$ cat config.mk
export PLATFORM = sky130hd
export DESIGN_NAME = pplm_ctrl
export DESIGN_NICKNAME = d
export VERILOG_FILES = /design/src/hdl/pplm_pkg.sv /design/src/hdl/pplm_ctrl.sv
export SDC_FILE = /design/constraint.sdc
export NUM_CORES = 1
export LEC_CHECK = 0
export BUFFER_PORTS_ARGS = -buffer_cell sky130_fd_sc_hd__buf_4
export CORE_AREA = 10 10 52 54
export DETAILED_ROUTE_END_ITERATION = 12
export DIE_AREA = 0 0 62 64
export PLACE_DENSITY = 0.75
export SKIP_CTS_REPAIR_TIMING = 1
export SYNTH_ARGS = -nofsm -noshare
export SYNTH_HDL_FRONTEND = slang
export SYNTH_SLANG_ARGS = --single-unit
$ cat constraint.sdc
create_clock -name clk -period 4.64 [get_ports clk]
set_input_delay 0.928 -clock clk [delete_from_list [all_inputs] [get_ports clk]]
set_output_delay 0.928 -clock clk [all_outputs]
set_load 0.1 [all_outputs]
$ cat src/hdl/pplm_pkg.sv
// Shared constants and types for the particle pool lifetime manager.
// Used by pplm_ctrl, pplm_dp and the top level; no dependencies.
package pplm_pkg;

    localparam int POOL_SIZE = 4096;
    localparam int IDX_W     = $clog2(POOL_SIZE);
    localparam int LINK_W    = $clog2(POOL_SIZE + 1);
    localparam logic [LINK_W-1:0] LINK_NULL = LINK_W'(POOL_SIZE);

    localparam int SLOT_W  = 12;
    localparam int CNT_W   = 13;
    localparam int ALPHA_W = 8;
    localparam int LIFE_W  = 16;
    localparam int FADE_W  = 8;

    localparam int DIV_STEPS = FADE_W;
    localparam int DIVC_W    = $clog2(DIV_STEPS);

    localparam logic FUNC_SPAWN = 1'b0;
    localparam logic FUNC_TICK  = 1'b1;

    typedef struct packed {
        logic [ALPHA_W-1:0] alpha;
        logic [FADE_W-1:0]  fade;
        logic [LIFE_W-1:0]  ticks;
    } slot_rec_t;

    // controller -> datapath
    typedef struct packed {
        logic load_in;
        logic clr_step;
        logic sp_read;
        logic div_step;
        logic sp_commit;
        logic tk_start;
        logic tk_walk;
        logic tk_fix;
        logic out_load;
    } dp_cmd_t;

    // datapath -> controller
    typedef struct packed {
        logic clr_last;
        logic free_empty;
        logic active_empty;
        logic div_last;
        logic walk_last;
        logic walk_fix;
    } dp_stat_t;

endpackage

$ cat src/hdl/pplm_ctrl.sv
// Sequencer for the particle pool: clearing pass, spawn, tick walk, result handoff.
// Depends on pplm_pkg; drives pplm_dp through dp_cmd_t.
module pplm_ctrl (
    input  logic               clk,
    input  logic               rst_n,
    input  logic               req_valid,
    output logic               req_stall,
    input  logic               func,
    output logic               rsp_valid,
    input  logic               rsp_stall,
    output pplm_pkg::dp_cmd_t  cmd,
    input  pplm_pkg::dp_stat_t stat
);
    import pplm_pkg::*;

    typedef enum logic [8:0] {
        S_CLEAR  = 9'b000000001,
        S_IDLE   = 9'b000000010,
        S_SPAWN  = 9'b000000100,
        S_DIV    = 9'b000001000,
        S_COMMIT = 9'b000010000,
        S_TSTART = 9'b000100000,
        S_WALK   = 9'b001000000,
        S_FIX    = 9'b010000000,
        S_DONE   = 9'b100000000
    } state_t;

    state_t state_reg, state_next;
    logic   rsp_valid_reg, rsp_valid_next;

    assign req_stall = (state_reg != S_IDLE);
    assign rsp_valid = rsp_valid_reg;

    always_comb
    begin
        state_next = state_reg;
        cmd        = '0;
        unique case (state_reg)
            S_CLEAR:
            begin
                cmd.clr_step = 1'b1;
                if (stat.clr_last)
                begin
                    state_next = S_IDLE;
                end
            end
            S_IDLE:
            begin
                if (req_valid)
                begin
                    cmd.load_in = 1'b1;
                    state_next  = (func == FUNC_TICK) ? S_TSTART : S_SPAWN;
                end
            end
            S_SPAWN:
            begin
                cmd.sp_read = 1'b1;
                state_next  = stat.free_empty ? S_DONE : S_DIV;
            end
            S_DIV:
            begin
                cmd.div_step = 1'b1;
                if (stat.div_last)
                begin
                    state_next = S_COMMIT;
                end
            end
            S_COMMIT:
            begin
                cmd.sp_commit = 1'b1;
                state_next    = S_DONE;
            end
            S_TSTART:
            begin
                cmd.tk_start = 1'b1;
                state_next   = stat.active_empty ? S_DONE : S_WALK;
            end
            S_WALK:
            begin
                cmd.tk_walk = 1'b1;
                if (stat.walk_last)
                begin
                    state_next = stat.walk_fix ? S_FIX : S_DONE;
                end
            end
            S_FIX:
            begin
                cmd.tk_fix = 1'b1;
                state_next = S_DONE;
            end
            S_DONE:
            begin
                if (!rsp_valid_reg || !rsp_stall)
                begin
                    cmd.out_load = 1'b1;
                    state_next   = S_IDLE;
                end
            end
            default:
            begin
                state_next = S_CLEAR;
            end
        endcase

        if (cmd.out_load)
        begin
            rsp_valid_next = 1'b1;
        end
        else if (rsp_valid_reg && !rsp_stall)
        begin
            rsp_valid_next = 1'b0;
        end
        else
        begin
            rsp_valid_next = rsp_valid_reg;
        end
    end

    always_ff @(posedge clk or negedge rst_n)
    begin
        if (!rst_n)
        begin
            state_reg     <= S_CLEAR;
            rsp_valid_reg <= 1'b0;
        end
        else
        begin
            state_reg     <= state_next;
            rsp_valid_reg <= rsp_valid_next;
        end
    end

endmodule

Word-level counts from Yosys, hierarchy flattened
Cells that the tools add are included.
{"block": "op_classes", "n_eq_ne": 15, "mux": 23, "reduce_logical": 7}
{"cell": "$mux 9", "count": 8}
{"cell": "$pmux 9 s8", "count": 1}
{"cell": "$mux 1", "count": 13}
{"cell": "$ne 2x2->1 const B", "count": 5}
{"cell": "$eq 9x1->1 const B", "count": 1}
{"cell": "$eq 9x2->1 const B", "count": 1}
{"cell": "$eq 9x3->1 const B", "count": 1}
{"cell": "$eq 9x4->1 const B", "count": 1}
{"cell": "$eq 9x5->1 const B", "count": 1}
{"cell": "$eq 9x6->1 const B", "count": 1}
{"cell": "$eq 9x7->1 const B", "count": 1}
{"cell": "$eq 9x8->1 const B", "count": 1}
{"cell": "$eq 9x9->1 const B", "count": 1}
{"cell": "$ne 9x2->1 const B", "count": 1}
{"cell": "$mux 6", "count": 1}
{"cell": "$reduce_and 5->1", "count": 1}
{"cell": "$logic_not 1->1", "count": 2}
{"cell": "$reduce_bool 2->1", "count": 1}
{"cell": "$reduce_or 2->1", "count": 1}
{"cell": "$logic_and 1x1->1", "count": 1}
{"cell": "$logic_or 1x1->1", "count": 1}
{"block": "totals", "ff_bits": 10, "input_bits": 11, "word_cells": 47}

Longest topological paths before layout
Gate-level depths: netlist of the first run.
{"block": "logic_depth", "depth_word": 5, "mapped_depth": 6, "mapped_depth_nobuf": 5}

Least setup slack after synthesis of the first run
Ideal clock, no wire load.
{"block": "synth_path", "path_kind": "register -> output", "start": "reg state_reg[1]", "end": "out cmd[3] (netlist name)", "t_arrival_ns": 3.136, "path_slack_ns": 0.576, "path_stages_with_launch": 4, "path_cell_list": "dfrtp_1 > nor3_4 > nand3_1 > nor3b_1"}
{"element": "from (decl)", "line": "pplm_ctrl.sv:28", "rtl": "state_t state_reg, state_next;"}
{"element": "from (signal assigned)", "line": "pplm_ctrl.sv:128", "rtl": "state_reg <= state_next;"}
{"element": "to (decl)", "line": "pplm_ctrl.sv:11", "rtl": "output pplm_pkg::dp_cmd_t cmd,"}

==> results of run 1 <==
==> cells by family after synthesis <==
group	count (synthesis)	synth area share [%]
flops	10	35.0
compound gates	18	18.4
xor+xnor	4	4.87
simple gates	36	34.1
buf+inv	10	7.65
==> routing by layer <==
metal / part of all wire (%) / routed length, um
met1: 46 / 873
met2: 43 / 814
met3: 9.0 / 169
met4: 1.2 / 23
met5: 0 / 0
==> power by group through the flow <==
stage | sequential (mW) | clock, mW | combinational (mW)
finish | 0.128 | 0.0667 | 0.225
global route | 0.132 | 0.0738 | 0.240
CTS | 0.128 | 0.0678 | 0.227
detailed placement | 0.130 | 0 | 0.226
global placement | 0.130 | 0 | 0.225
floorplan | 0.124 | 0 | 0.183
==> metrics by stage <==
stage	hold WS, ns	total power, mW
finish	0.477	0.421
detailed placement	0.553	0.356
CTS	0.475	0.423
floorplan	0.608	0.307
global route	0.463	0.447
global placement	0.549	0.355
==> layout by cell type, fill, tap and decap left out, types with 2 or more instances in the layout <==
master / synthesis / layout
xor2_1: 2 / 2
clkbuf_4: 0 / 3
buf_4: 2 / 21
nor2_1: 7 / 7
dfrtp_1: 9 / 9
and3_1: 2 / 2
and2_1: 2 / 2
nor3_1: 2 / 2
o21ai_0: 4 / 4
nor3b_1: 4 / 4
o22ai_1: 3 / 3
nand2b_1: 4 / 4
inv_1: 5 / 5
nand2_1: 3 / 3
xnor2_1: 2 / 2
==> cell usage after synthesis, types with 2 or more instances <==
| cell type | number | area share (%) |
|---|---|---|
| dfrtp_1 | 9 | 31 |
| nor2_1 | 7 | 3.7 |
| inv_1 | 5 | 2.6 |
| nand2b_1 | 4 | 3.5 |
| nor3b_1 | 4 | 4.2 |
| o21ai_0 | 4 | 2.8 |
| nand2_1 | 3 | 1.6 |
| o22ai_1 | 3 | 2.6 |
| and2_1 | 2 | 1.7 |
| and3_1 | 2 | 1.7 |
| buf_2 | 2 | 1.4 |
| buf_4 | 2 | 2.1 |
| nor3_1 | 2 | 1.4 |
| xnor2_1 | 2 | 2.4 |
| xor2_1 | 2 | 2.4 |
==> critical path, cell delays in order, from the launching register on <==
cell     delay [ns]
dfrtp_1        0.48
nor4_4         0.41
nand2_2        0.17
or3_4          0.42
a21oi_1        0.14
buf_4          0.31
==> how the worst min path moves through the flow <==
stage | startpoint | endpoint | slack, ns | cells past startpoint
after floorplan | state_reg[2] | state_reg[4] | 0.61 | 2
after global placement | rsp_valid | rsp_valid | 0.55 | 2
after detailed placement | rsp_valid | rsp_valid | 0.55 | 2
after CTS | rst_n | state_reg[3] | 0.48 | 1
after global routing | rst_n | state_reg[6] | 0.46 | 1
final | rst_n | state_reg[3] | 0.48 | 1
==> area by class of cell <==
cell class              count  area, um^2
repair buffers             21         158
well taps                  25        31.3
clock buffers               4        26.3
fillers                   167         810
multi-input cells          58         413
inverters                   5        18.8
flip-flops and latches     10         251
==> metrics.csv, run 1 <==
metric,value,unit
crit share post-route,67.5,%
core area,1710,um^2
I/O Buffers,21,
layout cell share with drive strength beyond 1,32.7,%
YS warnings,0,
Clk network pwr share,15.9,%
CTS tree,built,
IO Pins,22,
DR iter-0 viols,19,
final setup margin,1.51,ns
GPL Wtd Cong,0.802,
Sw Ratio,50.7,%
"Clk Latency, worst-skew pair",0.27,ns
die area,3970,um^2
nets,110,
register area share after synthesis,35.0,%
CTS buffer count,3,
Pre-antenna DRT Iters,4,
vias in the first global route,640,
HPWL after detailed placement,1510,um
Initial Util,42.1,%
worst r2r dst,state_reg[1],
Worst setup endpoint,cmd[0],
total placed cells including tap cells,119,
setup TNS,0,ns
status,"complete, no violations",
Layout Area Growth over Synthesis,24.9,%
chip height,64,um
worst min-delay path category,input pin to asynchronous set/reset pin,
NetSw,213,uW
Comb power frac,53.6,%
Worst R2R Setup Slack,2.86,ns
Util after Layout,52.6,%
via count,661,
VDD IR-drop max,0.255,mV
# diodes,0,
first-pass GRT wire length,3190,um
CTS max path bufs,2,
post-synth cell types,40,
largest net degree at the start of global routing,11,
Max H-tree Level,1,
clk sink count,10,
endpoints failing setup,0,
Non-Filler Instances,123,
Final Cell Area,898,um^2
M1 GR Usage,13.5,%
PwrDens,468,nW/um^2
worst reg2reg startpoint,state_reg[4],
internal power,207,uW
Largest register FFs,9,
Startpoint Class,flip-flop,
Post-synth top flop,dfrtp_1,
Worst Path Required,3.71,ns
DP Worst Slack,1.81,ns
Seq pwr share,30.5,%
"CTS clk-pin slew, worst paths",0.08,ns
grt met2 use,14.1,%
syn avg cell area,9.22,um^2
met3 capacity usage during global routing,5.73,%
Total GRT Usage,10.5,%
fmax,319,MHz
Crit Path Max Fanout,8,
Die X,62,um
"Arr. time, crit path",2.20,ns
Slew @ Worst Pin,0.467,ns
total grt overflow,0,
gr busiest metal,met2,
Avg WL per Cell,15.3,um
Remaining DRCs,0,
Max-Cap Viols,0,
Reg2Reg Depth,5,
initial antenna violation count,0,
relative slew slack,68.8,%
placed cell area,872,um^2
"Net Count, Synth",89,
CP endpoint kind,primary output,
Final min period,3.13,ns
"FF+latch count, synth",10,
FP Rows,15,
"Slew Viols, Final",0,
clock skew,0.00663,ns
Post-Syn Area,719,um^2
Post-synth EDFFs,0,
P_leak,0.427,nW
count of final hold-check violations,0,
Clock Tree Root,clkbuf_4,
Post-synth ARST share,100,%
post-route ant nets,0,
worst setup path class,flip-flop to primary output,
vias per std cell,5.37,
Syn Inst Count,78,
RSZ-0062 raised after global routing,false,
Crit. Startpoint,state_reg[4],
final wirelength,1880,um
(Power assumes the default switching activity.)
==> run 2, diff against run 1 <==
--- a/config.mk
+++ b/config.mk
@@ -9,7 +9,7 @@
 export CORE_AREA = 10 10 52 54
 export DETAILED_ROUTE_END_ITERATION = 12
 export DIE_AREA = 0 0 62 64
-export PLACE_DENSITY = 0.75
+export PLACE_DENSITY = 0.78
 export SKIP_CTS_REPAIR_TIMING = 1
 export SYNTH_ARGS = -nofsm -noshare
 export SYNTH_HDL_FRONTEND = slang
==> constraint.sdc (replaced) <==
create_clock -name clk -period 2.8 [get_ports clk]
set_input_delay 0.56 -clock clk [delete_from_list [all_inputs] [get_ports clk]]
set_output_delay 0.56 -clock clk [all_outputs]
set_load 0.1 [all_outputs]
==> run 2 against run 1 <==
Against the previous run:
- core utilization up 2.9 points
- worst setup slack got worse by 1.4 ns
- die area is the same
- via count grew 4.5%
- largest cell class unchanged
- sequential power is 69% higher
- design area grew 5.6%
- register-to-register slack got worse by 1.8 ns
- critical path type unchanged
==> metrics.csv, run 2 (same netlist as run 1, synthesis figures left out) <==
metric,value,unit,change
IO Pins,22,,unchanged
final wirelength,1850,um,was 1880 um
first-pass GRT wire length,2920,um,was 3190 um
final setup margin,0.137,ns,was 1.51 ns
I/O Buffers,21,,unchanged
Final Cell Area,948,um^2,was 898 um^2
vias per std cell,5.44,,was 5.37
worst r2r dst,state_reg[8],,was state_reg[1]
relative slew slack,76.0,%,was 68.8%
"CTS clk-pin slew, worst paths",0.07,ns,was 0.08 ns
DR iter-0 viols,27,,was 19
die area,3970,um^2,unchanged
total placed cells including tap cells,119,,unchanged
Slew @ Worst Pin,0.360,ns,was 0.467 ns
Total GRT Usage,9.56,%,was 10.5%
CTS max path bufs,2,,unchanged
post-route ant nets,0,,unchanged
CP endpoint kind,primary output,,unchanged
Avg WL per Cell,14.6,um,was 15.3 um
chip height,64,um,unchanged
Max H-tree Level,1,,unchanged
Worst Path Required,2.24,ns,was 3.71 ns
"Arr. time, crit path",2.10,ns,was 2.20 ns
Clock Tree Root,clkbuf_4,,unchanged
Layout Area Growth over Synthesis,31.8,%,was 24.9%
largest net degree at the start of global routing,11,,unchanged
VDD IR-drop max,0.780,mV,was 0.255 mV
DP Worst Slack,0.328,ns,was 1.81 ns
P_leak,0.453,nW,was 0.427 nW
worst reg2reg startpoint,state_reg[6],,was state_reg[4]
status,"complete, no violations",,unchanged
most frequent cells in the layout,"buf_4 (24), dfrtp_1 (8), nor2_1 (7), inv_1 (5)",,"was buf_4 (21), dfrtp_1 (9), nor2_1 (7), inv_1 (5)"
crit-path max cell delay,0.45,ns,was 0.48 ns
HPWL after detailed placement,1460,um,was 1510 um
Initial Util,42.1,%,unchanged
nets,114,,was 110
critical path depth in cells,5,,unchanged
Non-Filler Instances,127,,was 123
"Slew Viols, Final",0,,unchanged
CTS tree,built,,unchanged
layout cell share with drive strength beyond 1,39.2,%,was 32.7%
Slowest cell on crit path,dfrtp_1,,unchanged
Die X,62,um,unchanged
PwrDens,759,nW/um^2,was 468 nW/um^2
Reg2Reg Depth,5,,unchanged
vias in the first global route,619,,was 640
critical-path cell list,"nor4_4, nand2_2, or3_4, a21oi_1, buf_6",,"was nor4_4, nand2_2, or3_4, a21oi_1, buf_4"
GPL Wtd Cong,0.761,,was 0.802
core area,1710,um^2,unchanged
initial antenna violation count,0,,unchanged
# diodes,0,,unchanged
Design Power,719,uW,was 421 uW
clock skew,0.000799,ns,was 0.00663 ns
setup TNS,0,ns,unchanged
via count,691,,was 661
Largest register FFs,9,,unchanged
Worst setup endpoint,cmd[0],,unchanged
placed cell area,887,um^2,was 872 um^2
Startpoint Class,flip-flop,,unchanged
worst setup path class,flip-flop to primary output,,unchanged
worst min-delay path category,input pin to asynchronous set/reset pin,,unchanged
Worst path top cell family by delay,simple AND/OR/NAND/NOR gates,,unchanged
Remaining DRCs,0,,unchanged
fmax,375,MHz,
Pre-antenna DRT Iters,4,,unchanged
Worst R2R Setup Slack,1.08,ns,was 2.86 ns
Max-Cap Viols,0,,unchanged
Crit Path Max Fanout,6,,was 8
Final min period,2.66,ns,
clk sink count,10,,unchanged
CTS buffer count,3,,unchanged
total grt overflow,0,,unchanged
endpoints failing setup,0,,unchanged
worst path buffer plus inverter count,1,,unchanged
"Clk Latency, worst-skew pair",0.27,ns,about the same
RSZ-0062 raised after global routing,false,,unchanged
crit share post-route,95.1,%,
"most common cell after layout, fill and taps aside",buf_4,,unchanged
count of final hold-check violations,0,,unchanged
FP Rows,15,,unchanged
Crit. Startpoint,state_reg[6],,was state_reg[4]
==> run 2: cell types whose count changed in the layout (fill, tap and decap cells not counted), sizes merged <==
| cell | previous run | this run |
|---|---|---|
| buf | 21 | 25 |
==> run 2: report_power, final <==
group          total [mW]  switching (mW)  internal [mW]  leakage (nW)
Combinational       0.397           0.263          0.135         0.304
Clock               0.106          0.0508         0.0552        0.0150
Sequential          0.216          0.0461          0.170         0.133
Total               0.719           0.360          0.360         0.453
==> run 2: cell type report <==
class	instances	area, um^2
Fill cell	154	759
Clock buffer	4	26.3
Sequential cell	10	253
Multi-Input combinational cell	58	428
Inverter	5	18.8
Timing Repair Buffer	25	191
Tap cell	25	31.3
==> run 2: how the worst min path moves through the flow <==
| stage | cells past startpoint | to | start | slack [ns] |
|---|---|---|---|---|
| 2_1_floorplan | 0 | rsp_valid | rst_n | 0.26 |
| 3_3_place_gp | 1 | state_reg[8] | rst_n | 0.40 |
| 3_5_place_dp | 1 | state_reg[1] | rst_n | 0.40 |
| 4_1_cts | 1 | state_reg[5] | rst_n | 0.11 |
| 5_1_grt | 1 | state_reg[8] | rst_n | 0.12 |
| 6_report | 1 | state_reg[1] | rst_n | 0.11 |
==> run 2: layer usage <==
layer	track usage (%)	vias to the layer above	part of all wire, %
li1	-	333	-
met1	12.1	328	44
met2	13.1	26	44
met3	4.74	4	11
met4	4.19	0	1.5
met5	0	-	0
==> run 2: through the flow <==
step | hold slack [ns] | utilization (%)
floorplan | 0.264 | -
global placement | 0.397 | 51.9
detailed placement | 0.398 | 51.9
CTS | 0.110 | 53.5
global route | 0.115 | 55.5
finish | 0.109 | 55.5
==> run 3, diff against run 2 <==
--- a/config.mk
+++ b/config.mk
@@ -6,10 +6,12 @@
 export NUM_CORES = 1
 export LEC_CHECK = 0
 export BUFFER_PORTS_ARGS = -buffer_cell sky130_fd_sc_hd__buf_4
-export CORE_AREA = 10 10 52 54
+export CELL_PAD_IN_SITES_DETAIL_PLACEMENT = 2
+export CELL_PAD_IN_SITES_GLOBAL_PLACEMENT = 2
+export CORE_AREA = 10 10 64 66
 export DETAILED_ROUTE_END_ITERATION = 12
-export DIE_AREA = 0 0 62 64
-export PLACE_DENSITY = 0.78
+export DIE_AREA = 0 0 74 76
+export PLACE_DENSITY = 0.79
 export SKIP_CTS_REPAIR_TIMING = 1
 export SYNTH_ARGS = -nofsm -noshare
 export SYNTH_HDL_FRONTEND = slang
==> run 3 against run 2 <==
Against the previous run:
- final cell count grew 6.3%
- critical path type unchanged
- clock power is 33% higher
- wire length rose by 36%
- flip-flop and latch count did not move
- critical endpoint unchanged
- register-to-register slack got worse by 0.07 ns
- sequential power up 2%
- non-clock buffer count is the same
- fmax up 0.17%
- via count rose by 1.4%
- sequential share of layout area fell by 0.56 points
- largest power group unchanged
==> metrics.csv, run 3 (same netlist as run 1, synthesis figures left out) <==
metric,value,unit,change
VDD IR-drop max,0.355,mV,was 0.780 mV
endpoints failing setup,0,,unchanged
"Arr. time, crit path",2.10,ns,about the same
Largest register FFs,9,,unchanged
Worst R2R Setup Slack,1.01,ns,was 1.08 ns
"Slew Viols, Final",0,,unchanged
GPL Wtd Cong,0.724,,was 0.761
fmax,376,MHz,was 375 MHz
Crit Path Max Fanout,6,,unchanged
setup TNS,0,ns,unchanged
Clock Tree Root,clkbuf_4,,unchanged
CTS buffer count,3,,unchanged
core area,2930,um^2,was 1710 um^2
CTS tree,built,,unchanged
post-route ant nets,0,,unchanged
Design Power,764,uW,was 719 uW
Total GRT Usage,8.75,%,was 9.56%
"CTS clk-pin slew, worst paths",0.08,ns,was 0.07 ns
worst setup path class,flip-flop to primary output,,unchanged
Die X,74,um,was 62 um
chip height,76,um,was 64 um
first-pass GRT wire length,3920,um,was 2920 um
crit share post-route,95.0,%,was 95.1%
relative slew slack,71.0,%,was 76.0%
placed cell area,897,um^2,was 887 um^2
Non-Filler Instances,135,,was 127
Initial Util,24.6,%,was 42.1%
Sw Ratio,50.0,%,about the same
Max H-tree Level,1,,unchanged
I/O Buffers,21,,unchanged
internal power,382,uW,was 360 uW
clk sink count,10,,unchanged
Worst Hold Slack,0.0960,ns,was 0.109 ns
Seq pwr share,28.8,%,was 30.0%
"most common cell after layout, fill and taps aside",buf_4,,unchanged
total placed cells including tap cells,127,,was 119
clock skew,0.00527,ns,was 0.000799 ns
die area,5620,um^2,was 3970 um^2
Startpoint Class,flip-flop,,unchanged
"Clk Latency, worst-skew pair",0.28,ns,was 0.27 ns
vias in the first global route,767,,was 619
Final Cell Area,973,um^2,was 948 um^2
NetSw,382,uW,was 360 uW
layout cell share with drive strength beyond 1,42.2,%,was 39.2%
IO Pins,22,,unchanged
final wirelength,2510,um,was 1850 um
worst min-delay path category,input pin to asynchronous set/reset pin,,unchanged
DP Worst Slack,0.305,ns,was 0.328 ns
via count,701,,was 691
Avg WL per Cell,18.6,um,was 14.6 um
count of final hold-check violations,0,,unchanged
nets,114,,unchanged
most frequent cells in the layout,"buf_4 (24), nor2_1 (7), dfrtp_1 (7), inv_1 (5)",,"was buf_4 (24), dfrtp_1 (8), nor2_1 (7), inv_1 (5)"
Final min period,2.66,ns,about the same
PwrDens,785,nW/um^2,was 759 nW/um^2
FP Rows,20,,was 15
Worst Path Required,2.24,ns,about the same
Layout Area Growth over Synthesis,35.3,%,was 31.8%
status,"complete, no violations",,unchanged
largest net degree at the start of global routing,11,,unchanged
total grt overflow,0,,unchanged
# diodes,0,,unchanged
final setup margin,0.141,ns,was 0.137 ns
Max-Cap Viols,0,,unchanged
CP endpoint kind,primary output,,unchanged
vias per std cell,5.19,,was 5.44
initial antenna violation count,0,,unchanged
Pre-antenna DRT Iters,2,,was 4
Slew @ Worst Pin,0.435,ns,was 0.360 ns
HPWL after detailed placement,1900,um,was 1460 um
Comb power frac,52.9,%,was 55.2%
P_leak,0.455,nW,was 0.453 nW
CTS max path bufs,2,,unchanged
Util after Layout,33.2,%,was 55.5%
Clk network pwr share,18.4,%,was 14.7%
# fillers,334,,was 154
Remaining DRCs,0,,unchanged
DR iter-0 viols,14,,was 27
[run 3: cell count changes in the layout (fill, tap and decap cells not counted)]
cell	delta
a21oi_1	-1
a21oi_2	+1
clkbuf_1	-1
clkbuf_8	+1
dfrtp_1	-1
dfrtp_2	+1
[run 3: per-layer routing]
layer  share of wire (%)  routed length (um)  vias up  global-route usage (%)
li1                    -                   -      330                       -
met2                  53                1340       18                    14.1
met5                   0                   0        -                       0
met4                0.40                  10        0                    3.36
met1                  40                1000      351                    9.67
met3                 6.4                 160        2                    3.91
[run 3: power groups by stage]
| stage | logic [mW] | clock network [mW] | registers [mW] |
|---|---|---|---|
| final | 0.404 | 0.141 | 0.220 |
| after global routing | 0.432 | 0.159 | 0.226 |
| after CTS | 0.390 | 0.145 | 0.216 |
| after detailed placement | 0.388 | 0 | 0.219 |
| after global placement | 0.384 | 0 | 0.217 |
| after floorplan | 0.310 | 0 | 0.206 |
[run 3: cell type report]
class,instances,area [um^2],share of cell area (%)
inverters,5,18.8,1.93
flip-flops and latches,10,254,26.1
well taps,33,41.3,4.24
multi-input cells,58,432,44.3
repair buffers,25,191,19.7
clock buffers,4,36.3,3.73
[run 3: worst max-delay path: stages, from the launching register on]
cell and delay [ns]:
dfrtp_2 0.47, nor4_4 0.39, nand2_2 0.16, or3_4 0.43, a21oi_2 0.13, buf_6 0.24
[run 3: path summary, 6_finish.rpt]
path | start | to | depth (start not counted)
worst min register to register | rsp_valid | rsp_valid | 2
worst min-delay path | rst_n | state_reg[1] | 1
worst max-delay path | state_reg[6] | cmd[0] | 5
min in group clk | func | state_reg[2] | 2
worst max register to register | state_reg[6] | state_reg[8] | 5
max in group asynchronous | rst_n | state_reg[0] | 1
